$ cat src/rtl/framed_command_receiver_assert.svh
// Assertion macros shared by the receiver modules.
// Each macro expects clk and rst_n to be visible in the enclosing module.
`ifndef FRAMED_COMMAND_RECEIVER_ASSERT_SVH
`define FRAMED_COMMAND_RECEIVER_ASSERT_SVH

// Consequent must hold in the same cycle as the antecedent.
`define FCR_ASSERT_SAME(label, ante, cons, msg) \
    label: assert property (@(posedge clk) disable iff (!rst_n) (ante) |-> (cons)) \
        else $error(msg);

// Consequent must hold in the cycle after the antecedent.
`define FCR_ASSERT_NEXT(label, ante, cons, msg) \
    label: assert property (@(posedge clk) disable iff (!rst_n) (ante) |=> (cons)) \
        else $error(msg);

`endif

$ cat src/rtl/fcr_pkg.sv
package fcr_pkg;

    localparam int MAX_PAYLOAD_DEFAULT = 16;
    localparam int QUEUE_DEPTH_DEFAULT = 2;

    localparam int CFG_INDEX_W = 3;

    // Configuration register indexes.
    localparam logic [CFG_INDEX_W-1:0] CFG_START_BYTE   = 3'd0;
    localparam logic [CFG_INDEX_W-1:0] CFG_END_BYTE     = 3'd1;
    localparam logic [CFG_INDEX_W-1:0] CFG_PERIOD_CODE  = 3'd2;
    localparam logic [CFG_INDEX_W-1:0] CFG_VIEW_CODE    = 3'd3;
    localparam logic [CFG_INDEX_W-1:0] CFG_HIGHEST_VIEW = 3'd4;
    localparam logic [CFG_INDEX_W-1:0] CFG_DEFAULT_VIEW = 3'd5;

    // Configuration reset values.
    localparam logic [7:0] START_BYTE_RST   = 8'd170;
    localparam logic [7:0] END_BYTE_RST     = 8'd85;
    localparam logic [7:0] PERIOD_CODE_RST  = 8'd1;
    localparam logic [7:0] VIEW_CODE_RST    = 8'd2;
    localparam logic [7:0] HIGHEST_VIEW_RST = 8'd2;
    localparam logic [7:0] DEFAULT_VIEW_RST = 8'd0;

    // Status codes.
    localparam logic [1:0] ST_NONE = 2'd0;
    localparam logic [1:0] ST_OK   = 2'd1;
    localparam logic [1:0] ST_ERR  = 2'd2;

    // Error codes.
    localparam logic [2:0] E_NONE  = 3'd0;
    localparam logic [2:0] E_LEN   = 3'd1;
    localparam logic [2:0] E_RANGE = 3'd2;
    localparam logic [2:0] E_CMD   = 3'd3;
    localparam logic [2:0] E_SUM   = 3'd4;
    localparam logic [2:0] E_END   = 3'd5;

    // Event kinds passed from the parser to the decoder.
    localparam logic [1:0] EV_NONE   = 2'd0;
    localparam logic [1:0] EV_OPEN   = 2'd1;
    localparam logic [1:0] EV_ERR    = 2'd2;
    localparam logic [1:0] EV_DECODE = 2'd3;

    // Legal period modes.
    localparam logic [7:0] PERIOD_SEL_ONE   = 8'd1;
    localparam logic [7:0] PERIOD_SEL_THREE = 8'd3;
    localparam logic [1:0] PERIOD_SEL_IDLE  = 2'd1;

    typedef struct packed {
        logic [7:0] start_byte;
        logic [7:0] end_byte;
        logic [7:0] period_code;
        logic [7:0] view_code;
        logic [7:0] highest_view;
        logic [7:0] default_view;
    } cfg_t;

    typedef struct packed {
        logic [1:0] kind;
        logic [2:0] err;
        logic [7:0] cmd;
        logic       len_one;
        logic [7:0] first;
    } event_t;

endpackage

$ cat src/rtl/fcr_if.sv
interface fcr_byte_if;
    logic       valid;
    logic       ready;
    logic [7:0] rx_byte;

    modport source (output valid, output rx_byte, input ready);
    modport sink (input valid, input rx_byte, output ready);
endinterface

interface fcr_result_if;
    logic       valid;
    logic       ready;
    logic [1:0] status;
    logic [2:0] error_code;
    logic [7:0] command;
    logic [7:0] view;
    logic [1:0] period_sel;

    modport source (output valid, output status, output error_code, output command,
                    output view, output period_sel, input ready);
    modport sink (input valid, input status, input error_code, input command,
                  input view, input period_sel, output ready);
endinterface

$ cat src/rtl/fcr_queue.sv
`include "framed_command_receiver_assert.svh"

module fcr_queue
    import fcr_pkg::*;
#(
    parameter int DEPTH = QUEUE_DEPTH_DEFAULT
)
(
    input  logic   clk,
    input  logic   rst_n,
    input  logic   push,
    input  event_t push_data,
    output logic   full,
    input  logic   pop,
    output event_t pop_data,
    output logic   empty
);

    localparam int PtrW = (DEPTH > 1) ? $clog2(DEPTH) : 1;
    localparam int CntW = $clog2(DEPTH + 1);

    event_t            entry_reg [DEPTH];
    logic [PtrW-1:0]   wr_ptr_reg;
    logic [PtrW-1:0]   wr_ptr_next;
    logic [PtrW-1:0]   rd_ptr_reg;
    logic [PtrW-1:0]   rd_ptr_next;
    logic [CntW-1:0]   count_reg;
    logic [CntW-1:0]   count_next;

    assign full     = (count_reg == CntW'(DEPTH));
    assign empty    = (count_reg == '0);
    assign pop_data = entry_reg[rd_ptr_reg];

    always_comb
    begin
        wr_ptr_next = wr_ptr_reg;
        rd_ptr_next = rd_ptr_reg;
        count_next  = count_reg;
        if (push)
        begin
            wr_ptr_next = (wr_ptr_reg == PtrW'(DEPTH - 1)) ? '0 : wr_ptr_reg + 1'b1;
        end
        if (pop)
        begin
            rd_ptr_next = (rd_ptr_reg == PtrW'(DEPTH - 1)) ? '0 : rd_ptr_reg + 1'b1;
        end
        if (push && !pop)
        begin
            count_next = count_reg + 1'b1;
        end
        else if (pop && !push)
        begin
            count_next = count_reg - 1'b1;
        end
    end

    always_ff @(posedge clk or negedge rst_n)
    begin
        if (!rst_n)
        begin
            wr_ptr_reg <= '0;
            rd_ptr_reg <= '0;
            count_reg  <= '0;
        end
        else
        begin
            wr_ptr_reg <= wr_ptr_next;
            rd_ptr_reg <= rd_ptr_next;
            count_reg  <= count_next;
        end
    end

    always_ff @(posedge clk)
    begin
        if (push)
        begin
            entry_reg[wr_ptr_reg] <= push_data;
        end
    end

    `FCR_ASSERT_SAME(a_count_bound, 1'b1, count_reg <= CntW'(DEPTH), "queue count overflow")
    `FCR_ASSERT_NEXT(a_count_up, push && !pop, count_reg == $past(count_reg) + 1'b1, "queue count did not rise")
    `FCR_ASSERT_SAME(a_no_pop_empty, pop, !empty, "pop from empty queue")

endmodule

$ cat src/rtl/fcr_front.sv
module fcr_front
    import fcr_pkg::*;
#(
    parameter int MAX_PAYLOAD = MAX_PAYLOAD_DEFAULT
)
(
    input  logic     clk,
    input  logic     rst_n,
    input  cfg_t     cfg,
    fcr_byte_if.sink rx,
    output logic     push,
    output event_t   push_data,
    input  logic     full
);

    localparam logic [2:0] PH_WAIT  = 3'd0;
    localparam logic [2:0] PH_CMD   = 3'd1;
    localparam logic [2:0] PH_LEN   = 3'd2;
    localparam logic [2:0] PH_DATA  = 3'd3;
    localparam logic [2:0] PH_CHECK = 3'd4;
    localparam logic [2:0] PH_END   = 3'd5;

    localparam logic [7:0] MaxLen = 8'(MAX_PAYLOAD);

    logic [2:0] phase_reg;
    logic [2:0] phase_next;
    logic [7:0] held_reg;
    logic [7:0] held_next;
    logic [7:0] len_reg;
    logic [7:0] len_next;
    logic [7:0] count_reg;
    logic [7:0] count_next;
    logic [7:0] sum_reg;
    logic [7:0] sum_next;
    logic [7:0] first_reg;
    logic [7:0] first_next;

    logic       accept;
    logic       is_start;
    logic       restart;
    logic [7:0] count_inc;
    logic [7:0] b;

    assign rx.ready  = !full;
    assign accept    = rx.valid && !full;
    assign push      = accept;
    assign b         = rx.rx_byte;
    assign is_start  = (b == cfg.start_byte);
    assign count_inc = count_reg + 8'd1;

    always_comb
    begin
        phase_next = phase_reg;
        held_next  = held_reg;
        len_next   = len_reg;
        count_next = count_reg;
        sum_next   = sum_reg;
        first_next = first_reg;
        restart    = 1'b0;

        push_data.kind    = EV_NONE;
        push_data.err     = E_NONE;
        push_data.cmd     = held_reg;
        push_data.len_one = (len_reg == 8'd1);
        push_data.first   = first_reg;

        if (accept)
        begin
            unique case (phase_reg)
                PH_WAIT:
                begin
                    if (is_start)
                    begin
                        held_next      = '0;
                        len_next       = '0;
                        count_next     = '0;
                        sum_next       = cfg.start_byte;
                        phase_next     = PH_CMD;
                        push_data.kind = EV_OPEN;
                    end
                end
                PH_CMD:
                begin
                    held_next  = b;
                    sum_next   = sum_reg + b;
                    phase_next = PH_LEN;
                end
                PH_LEN:
                begin
                    len_next   = b;
                    sum_next   = sum_reg + b;
                    count_next = '0;
                    if (b > MaxLen)
                    begin
                        push_data.kind = EV_ERR;
                        push_data.err  = E_LEN;
                        restart        = 1'b1;
                    end
                    else
                    begin
                        phase_next = (b == 8'd0) ? PH_CHECK : PH_DATA;
                    end
                end
                PH_DATA:
                begin
                    if (count_reg == 8'd0)
                    begin
                        first_next = b;
                    end
                    count_next = count_inc;
                    sum_next   = sum_reg + b;
                    if (count_inc >= len_reg)
                    begin
                        phase_next = PH_CHECK;
                    end
                end
                PH_CHECK:
                begin
                    if (sum_reg != b)
                    begin
                        push_data.kind = EV_ERR;
                        push_data.err  = E_SUM;
                        restart        = 1'b1;
                    end
                    else
                    begin
                        phase_next = PH_END;
                    end
                end
                PH_END:
                begin
                    if (b != cfg.end_byte)
                    begin
                        push_data.kind = EV_ERR;
                        push_data.err  = E_END;
                        restart        = 1'b1;
                    end
                    else
                    begin
                        push_data.kind = EV_DECODE;
                        phase_next     = PH_WAIT;
                    end
                end
                default:
                begin
                    phase_next     = PH_WAIT;
                    push_data.kind = EV_ERR;
                    push_data.err  = E_CMD;
                end
            endcase

            // After an error the offending byte may itself open the next frame.
            if (restart)
            begin
                if (is_start)
                begin
                    held_next  = '0;
                    len_next   = '0;
                    count_next = '0;
                    sum_next   = cfg.start_byte;
                    phase_next = PH_CMD;
                end
                else
                begin
                    phase_next = PH_WAIT;
                end
            end
        end
    end

    always_ff @(posedge clk or negedge rst_n)
    begin
        if (!rst_n)
        begin
            phase_reg <= PH_WAIT;
            held_reg  <= '0;
            len_reg   <= '0;
            count_reg <= '0;
            sum_reg   <= '0;
        end
        else
        begin
            phase_reg <= phase_next;
            held_reg  <= held_next;
            len_reg   <= len_next;
            count_reg <= count_next;
            sum_reg   <= sum_next;
        end
    end

    always_ff @(posedge clk)
    begin
        first_reg <= first_next;
    end

endmodule

$ cat src/rtl/fcr_back.sv
`include "framed_command_receiver_assert.svh"

module fcr_back
    import fcr_pkg::*;
(
    input  logic          clk,
    input  logic          rst_n,
    input  cfg_t          cfg,
    input  event_t        ev,
    input  logic          empty,
    output logic          pop,
    fcr_result_if.source  result
);

    logic       out_valid_reg;
    logic       out_valid_next;
    logic [2:0] latch_reg;
    logic [2:0] latch_next;
    logic [1:0] status_reg;
    logic [7:0] command_reg;
    logic [7:0] view_reg;
    logic [1:0] period_reg;

    logic [1:0] status_d;
    logic [7:0] command_d;
    logic [7:0] view_d;
    logic [1:0] period_d;
    logic [2:0] err_d;

    // The output register is refilled in the same cycle that it is taken.
    assign pop = !empty && (!out_valid_reg || result.ready);

    always_comb
    begin
        latch_next = latch_reg;
        status_d   = ST_NONE;
        command_d  = '0;
        view_d     = cfg.default_view;
        period_d   = PERIOD_SEL_IDLE;
        err_d      = E_NONE;

        if (pop)
        begin
            unique case (ev.kind)
                EV_NONE:
                begin
                end
                EV_OPEN:
                begin
                    latch_next = E_NONE;
                end
                EV_ERR:
                begin
                    latch_next = ev.err;
                    status_d   = ST_ERR;
                end
                EV_DECODE:
                begin
                    command_d = ev.cmd;
                    // Set-period wins when both command codes are equal.
                    priority if (ev.cmd == cfg.period_code)
                    begin
                        if (!ev.len_one)
                        begin
                            err_d = E_LEN;
                        end
                        else if (ev.first != PERIOD_SEL_ONE && ev.first != PERIOD_SEL_THREE)
                        begin
                            err_d = E_RANGE;
                        end
                        else
                        begin
                            period_d = ev.first[1:0];
                        end
                    end
                    else if (ev.cmd == cfg.view_code)
                    begin
                        if (!ev.len_one)
                        begin
                            err_d = E_LEN;
                        end
                        else if (ev.first > cfg.highest_view)
                        begin
                            err_d = E_RANGE;
                        end
                        else
                        begin
                            view_d = ev.first;
                        end
                    end
                    else
                    begin
                        err_d = E_CMD;
                    end
                    latch_next = err_d;
                    status_d   = (err_d == E_NONE) ? ST_OK : ST_ERR;
                end
            endcase
        end
    end

    always_comb
    begin
        if (pop)
        begin
            out_valid_next = 1'b1;
        end
        else if (result.ready)
        begin
            out_valid_next = 1'b0;
        end
        else
        begin
            out_valid_next = out_valid_reg;
        end
    end

    always_ff @(posedge clk or negedge rst_n)
    begin
        if (!rst_n)
        begin
            out_valid_reg <= 1'b0;
            latch_reg     <= E_NONE;
        end
        else
        begin
            out_valid_reg <= out_valid_next;
            latch_reg     <= latch_next;
        end
    end

    always_ff @(posedge clk)
    begin
        if (pop)
        begin
            status_reg  <= status_d;
            command_reg <= command_d;
            view_reg    <= view_d;
            period_reg  <= period_d;
        end
    end

    assign result.valid      = out_valid_reg;
    assign result.status     = status_reg;
    assign result.error_code = latch_reg;
    assign result.command    = command_reg;
    assign result.view       = view_reg;
    assign result.period_sel = period_reg;

    `FCR_ASSERT_NEXT(a_open_clears, pop && ev.kind == EV_OPEN,
        result.valid && result.error_code == E_NONE, "frame open did not clear the error")
    `FCR_ASSERT_NEXT(a_err_status, pop && ev.kind == EV_ERR,
        result.status == ST_ERR, "error event not reported")
    `FCR_ASSERT_NEXT(a_stall_holds_latch, result.valid && !result.ready,
        latch_reg == $past(latch_reg), "error latch moved during stall")

endmodule

$ cat src/rtl/framed_command_receiver.sv
// Channel   Direction  Word contents
// rx        in         rx_byte: one received byte
// result    out        status, error_code, command, view, period_sel
// cfg_*     in         write enable, register index, write data (no read-back)
//
// One byte is accepted every cycle while the event queue is not full; its result
// word is registered in the event queue and then in the output register, so the
// sustained rate is one byte per clock unless the result side stalls. The parser
// updates its frame state per byte; the decoder makes one result word per event.
// Reset is asynchronous and active low and returns the parser to waiting for a
// start byte with the configuration at its defaults; no clearing pass is needed.
// A stall on the result side fills the event queue, and rx.ready drops only when
// the queue is full.
module framed_command_receiver
    import fcr_pkg::*;
#(
    parameter int MAX_PAYLOAD = MAX_PAYLOAD_DEFAULT,
    parameter int QUEUE_DEPTH = QUEUE_DEPTH_DEFAULT
)
(
    input  logic                   clk,
    input  logic                   rst_n,
    fcr_byte_if.sink               rx,
    fcr_result_if.source           result,
    input  logic                   cfg_we,
    input  logic [CFG_INDEX_W-1:0] cfg_index,
    input  logic [7:0]             cfg_wdata
);

    cfg_t   cfg_reg;
    event_t push_data;
    event_t pop_data;
    logic   push;
    logic   pop;
    logic   full;
    logic   empty;

    always_ff @(posedge clk or negedge rst_n)
    begin
        if (!rst_n)
        begin
            cfg_reg.start_byte   <= START_BYTE_RST;
            cfg_reg.end_byte     <= END_BYTE_RST;
            cfg_reg.period_code  <= PERIOD_CODE_RST;
            cfg_reg.view_code    <= VIEW_CODE_RST;
            cfg_reg.highest_view <= HIGHEST_VIEW_RST;
            cfg_reg.default_view <= DEFAULT_VIEW_RST;
        end
        else if (cfg_we)
        begin
            unique case (cfg_index)
                CFG_START_BYTE:   cfg_reg.start_byte   <= cfg_wdata;
                CFG_END_BYTE:     cfg_reg.end_byte     <= cfg_wdata;
                CFG_PERIOD_CODE:  cfg_reg.period_code  <= cfg_wdata;
                CFG_VIEW_CODE:    cfg_reg.view_code    <= cfg_wdata;
                CFG_HIGHEST_VIEW: cfg_reg.highest_view <= cfg_wdata;
                CFG_DEFAULT_VIEW: cfg_reg.default_view <= cfg_wdata;
                default:
                begin
                end
            endcase
        end
    end

    fcr_front #(
        .MAX_PAYLOAD (MAX_PAYLOAD)
    ) u_front (
        .clk       (clk),
        .rst_n     (rst_n),
        .cfg       (cfg_reg),
        .rx        (rx),
        .push      (push),
        .push_data (push_data),
        .full      (full)
    );

    fcr_queue #(
        .DEPTH (QUEUE_DEPTH)
    ) u_queue (
        .clk       (clk),
        .rst_n     (rst_n),
        .push      (push),
        .push_data (push_data),
        .full      (full),
        .pop       (pop),
        .pop_data  (pop_data),
        .empty     (empty)
    );

    fcr_back u_back (
        .clk    (clk),
        .rst_n  (rst_n),
        .cfg    (cfg_reg),
        .ev     (pop_data),
        .empty  (empty),
        .pop    (pop),
        .result (result)
    );

endmodule

$ cat src/flat_wrapper.sv
// flat-port wrapper written by rule: the top's interface ports become plain ports
module framed_command_receiver_flat import fcr_pkg::*;
#(
    parameter int MAX_PAYLOAD = MAX_PAYLOAD_DEFAULT,
    parameter int QUEUE_DEPTH = QUEUE_DEPTH_DEFAULT
)
  (clk, rst_n, cfg_we, cfg_index, cfg_wdata, rx_valid, rx_rx_byte, rx_ready, result_valid, result_status, result_error_code, result_command, result_view, result_period_sel, result_ready);
  fcr_byte_if rx_i ();
  fcr_result_if result_i ();
  input  logic clk;
  input  logic rst_n;
  input  logic cfg_we;
  input  logic [CFG_INDEX_W-1:0] cfg_index;
  input  logic [7:0] cfg_wdata;
  input wire logic [$bits(rx_i.valid)-1:0] rx_valid;
  input wire logic [$bits(rx_i.rx_byte)-1:0] rx_rx_byte;
  output wire logic [$bits(rx_i.ready)-1:0] rx_ready;
  output wire logic [$bits(result_i.valid)-1:0] result_valid;
  output wire logic [$bits(result_i.status)-1:0] result_status;
  output wire logic [$bits(result_i.error_code)-1:0] result_error_code;
  output wire logic [$bits(result_i.command)-1:0] result_command;
  output wire logic [$bits(result_i.view)-1:0] result_view;
  output wire logic [$bits(result_i.period_sel)-1:0] result_period_sel;
  input wire logic [$bits(result_i.ready)-1:0] result_ready;
  assign rx_i.valid = rx_valid;
  assign rx_i.rx_byte = rx_rx_byte;
  assign rx_ready = rx_i.ready;
  assign result_valid = result_i.valid;
  assign result_status = result_i.status;
  assign result_error_code = result_i.error_code;
  assign result_command = result_i.command;
  assign result_view = result_i.view;
  assign result_period_sel = result_i.period_sel;
  assign result_i.ready = result_ready;
  framed_command_receiver #(.MAX_PAYLOAD(MAX_PAYLOAD), .QUEUE_DEPTH(QUEUE_DEPTH)) u_core (.clk(clk), .rst_n(rst_n), .rx(rx_i), .result(result_i), .cfg_we(cfg_we), .cfg_index(cfg_index), .cfg_wdata(cfg_wdata));
endmodule
$ cat config.mk
export PLATFORM = sky130hd
export DESIGN_NAME = framed_command_receiver_flat
export DESIGN_NICKNAME = d
export VERILOG_FILES = /design/src/rtl/fcr_pkg.sv /design/src/rtl/fcr_if.sv /design/src/rtl/fcr_queue.sv /design/src/rtl/fcr_front.sv /design/src/rtl/fcr_back.sv /design/src/rtl/framed_command_receiver.sv /design/src/flat_wrapper.sv
export VERILOG_INCLUDE_DIRS = /design/src /design/src/rtl
export SDC_FILE = /design/constraint.sdc
export NUM_CORES = 1
export LEC_CHECK = 0
export ABC_AREA = 1
export BUFFER_PORTS_ARGS = -buffer_cell sky130_fd_sc_hd__buf_2
export CORE_MARGIN = 5
export CORE_UTILIZATION = 40
export CTS_BUF_LIST = sky130_fd_sc_hd__clkbuf_8
export DETAILED_ROUTE_END_ITERATION = 6
export SLEW_MARGIN = 0
export SYNTH_ARGS = -nofsm -noshare
export SYNTH_HDL_FRONTEND = slang
export SYNTH_HIERARCHICAL = 1
export SYNTH_SLANG_ARGS = --single-unit
$ cat constraint.sdc
create_clock -name clk -period 2.7 [get_ports clk]
set_input_delay 0.27 -clock clk [delete_from_list [all_inputs] [get_ports clk]]
set_output_delay 0.27 -clock clk [all_outputs]
set_load 0.05 [all_outputs]
==> impl_metrics.toml <==
[synth]
ys_ff_latch = 163
syn_area_um2 = 8970
ys.flop_type = "dfrtp_1"
synth_nets = 1081
async_flop_share = 0.558
synth_area_leaders = "edfxtp_1 (24%), dfrtp_1 (22%), nand2_1 (14%)"
synth_cell_types = 46
yosysTopAreaCell = "edfxtp_1"
syn_inst = 1030
yosys_warnings = 6
synth_edf_count = 72
seq_area_frac_synth = 0.496
postSynthAreaPerCell_um2 = 8.71
yosysTopAreaCellShare = 0.241

[die]
placementRows = 54
start_util = 0.408
core-area_um2 = 22000
die_w_um = 160
die-area_um2 = 25500
io_pins = 49
die_y_um = 160

[flow_run]
drv_cap = 0

[worst_setup_path]
crit_fanout = 16
critPathKind = "register to register"
cpPeakStageDelay_ns = 0.48
crit_buf_inv = 1
worst_path_most_repeated_cell = "nand2_1"
startpoint_type = "register"
r2r_slack_ns = 0.23
crit_path_end_kind = "register"
worst_path_dominant_cell_family = "simple AND/OR/NAND/NOR gates"
arrival_ns = 2.69
cp.required_ns = 2.92
critPathSlowestCell = "dfrtp_2"
worstPathCellList = "buf_4, mux2_2, xnor2_1, nand2_1, nor2_1, nand2_1, nor2_4, nand4_4, nand2_1, o21ai_2"

[outcome]
status = "complete, no violations"

[sta]
tightestPinTransition_ns = 0.861
relSlewSlack = 0.425
final.setup_skew_ns = 0.0153
rsz0062_at_grt = "false"
fin_crit_sh = 0.916
setup_tns_ns = 0
min_period_ns = 2.47
maxSlewViolCount = 0
setup_viol = 0
finalHoldViolCount = 0
clock.fmax_ghz = 0.404

[routing]
drc_errors = 0
drt_iter0_drc = 400
avgViaCountPerCell = 4.88
dr.pass1.iters = 5
vias = 6765
drtAntennaViolNets = 0
routed_wl_mm = 21.0
post_drt_wl_per_cell_um = 15.1

[layout]
final_cell_mix = "nand2_1 (338), inv_1 (126), dfrtp_1 (79)"
final_nets = 1145
diodes = 0
mostFrequentLayoutCell = "nand2_1"
drive_gt1_frac = 0.187
largest_reg_flops = 48
fin_area_um2 = 10000
area_delta_synth_final_pct = 11.5

[power_and_ir_drop]
power_leakage_nw = 4.81
irDropWorstVdd_mv = 0.338
power_density_nw_per_um2 = 1040

[clocking]
cts_buffer_depth = 2
clk_pin_slew_worst_paths_ns = 0.10
clock-sinks = 163
cts-root-buf = "clkbuf_8"
tritoncts = "yes"
postCtsSetupBuffers = 0
clk_latency_ns = 0.47
cts_buffers = 17
htree_num_levels = 4

[global_routing]
grt_busiest_layer = "met2"
grt_pass1_wl_mm = 35.0
grt_pass1_vias = 6673
grt_use_met3 = 0.0392
grtUsageMet2 = 0.276
grt.overflow.total = 0
grt_util_all_layers = 0.170
antenna_found_initial = 0
met1_usage = 0.232
grt_max_degree = 56

[place]
gp_congestion = 0.834
place_area_um2 = 9530
numPortBuffers = 48
place_hpwl_mm = 15.1

[min_path]
holdCritPathClass = "primary input to register"
## power breakdown
group / total, mW / internal (mW) / leakage (nW) / switching, mW
Sequential: 3.87 / 3.44 / 1.82 / 0.433
Clock: 2.07 / 1.11 / 0.234 / 0.953
Combinational: 4.48 / 1.48 / 2.76 / 3.00
## worst paths after layout
path                                             start                            endpoint  depth (start not counted)
hold / removal                            result_ready          u_core/u_back/result.valid                          4
setup reg to reg             u_core/u_queue/rd_ptr_reg        u_core/u_back/result.view[2]                         10
hold reg to reg            u_core/u_front/first_reg[6]      u_core/u_queue/entry_reg[0][6]                          0
setup / recovery             u_core/u_queue/rd_ptr_reg        u_core/u_back/result.view[2]                         10
max in group asynchronous                        rst_n                  u_core/cfg_reg[47]                          3
min in group asynchronous                        rst_n  u_core/u_back/result.error_code[1]                          2
## metal layers
| metal | share of wire | vias to the layer above |
|---|---|---|
| met3 | 0.050 | 23 |
| met5 | 0 | - |
| met4 | 0.013 | 0 |
| met1 | 0.48 | 3157 |
| met2 | 0.46 | 132 |
| li1 | - | 3453 |
## Yosys cell counts (2+ instances only)
library cell / instances
buf_6: 5
xnor2_1: 17
dfstp_2: 11
nand2_8: 2
buf_4: 3
buf_2: 3
o21ai_2: 16
a31oi_1: 2
nand2_1: 338
o21ai_1: 5
inv_1: 125
clkbuf_1: 3
a21oi_1: 42
nand2_2: 9
buf_12: 2
xor2_1: 4
o21ai_0: 12
a21boi_0: 3
nand4_1: 16
nor3_2: 2
ha_1: 26
o22ai_2: 13
inv_2: 14
nor3_1: 5
mux2_2: 22
clkinv_1: 2
dfrtp_1: 80
nor2_1: 77
or2_2: 4
nand2_4: 5
edfxtp_1: 72
nor2_4: 8
nand3_1: 68
nor2_2: 2
## cell type report
cell class,count,area (µm²)
clock buffer,17,234
clock inverter,15,230
fill,2141,12000
inverter,142,538
multi-input combinational,709,3840
sequential,163,4450
tap,280,350
timing repair buffer,61,355
## timing repair
action | CTS | global route
endpoints found under the hold margin | 33 | 0
hold buffers | 1 | 0
resized for setup | 0 | 1
setup endpoints to repair | 0 | 8
## worst min-delay path: cells and delay by family
kind          cells  cell delay, ns
buf+inv           2            0.12
simple gates      2            0.09
## cells by family (layout without fill, tap and decap cells)
logic type                 after synthesis  in the layout  share of synthesized area
AOI/OAI and AO/OA                       97             97                     0.0741
xor gates and xnor gates                21             21                     0.0205
adders and majority gates               27             27                     0.0385
buffers and inverters                  158            235                     0.0762
DFF                                    163            163                      0.496
muxes                                   22             22                     0.0276
other                                    1              1                   0.000418
and+or+nand+nor                        541            541                      0.266
## through the flow
step	hold WS (ns)	worst slack, ns	power (mW)	cells	utilization
after global routing	0.0779	0.0128	11.3	1387	0.455
final	0.0551	0.228	10.4	1387	0.455
after floorplan	-0.0256	0.176	7.40	1030	-
after global placement	0.288	0.161	8.34	1354	0.434
after CTS	0.0295	0.0842	10.5	1387	0.455
after detailed placement	0.283	0.0868	8.41	1354	0.434
No activity file was read; power rests on OpenSTA's default activity.
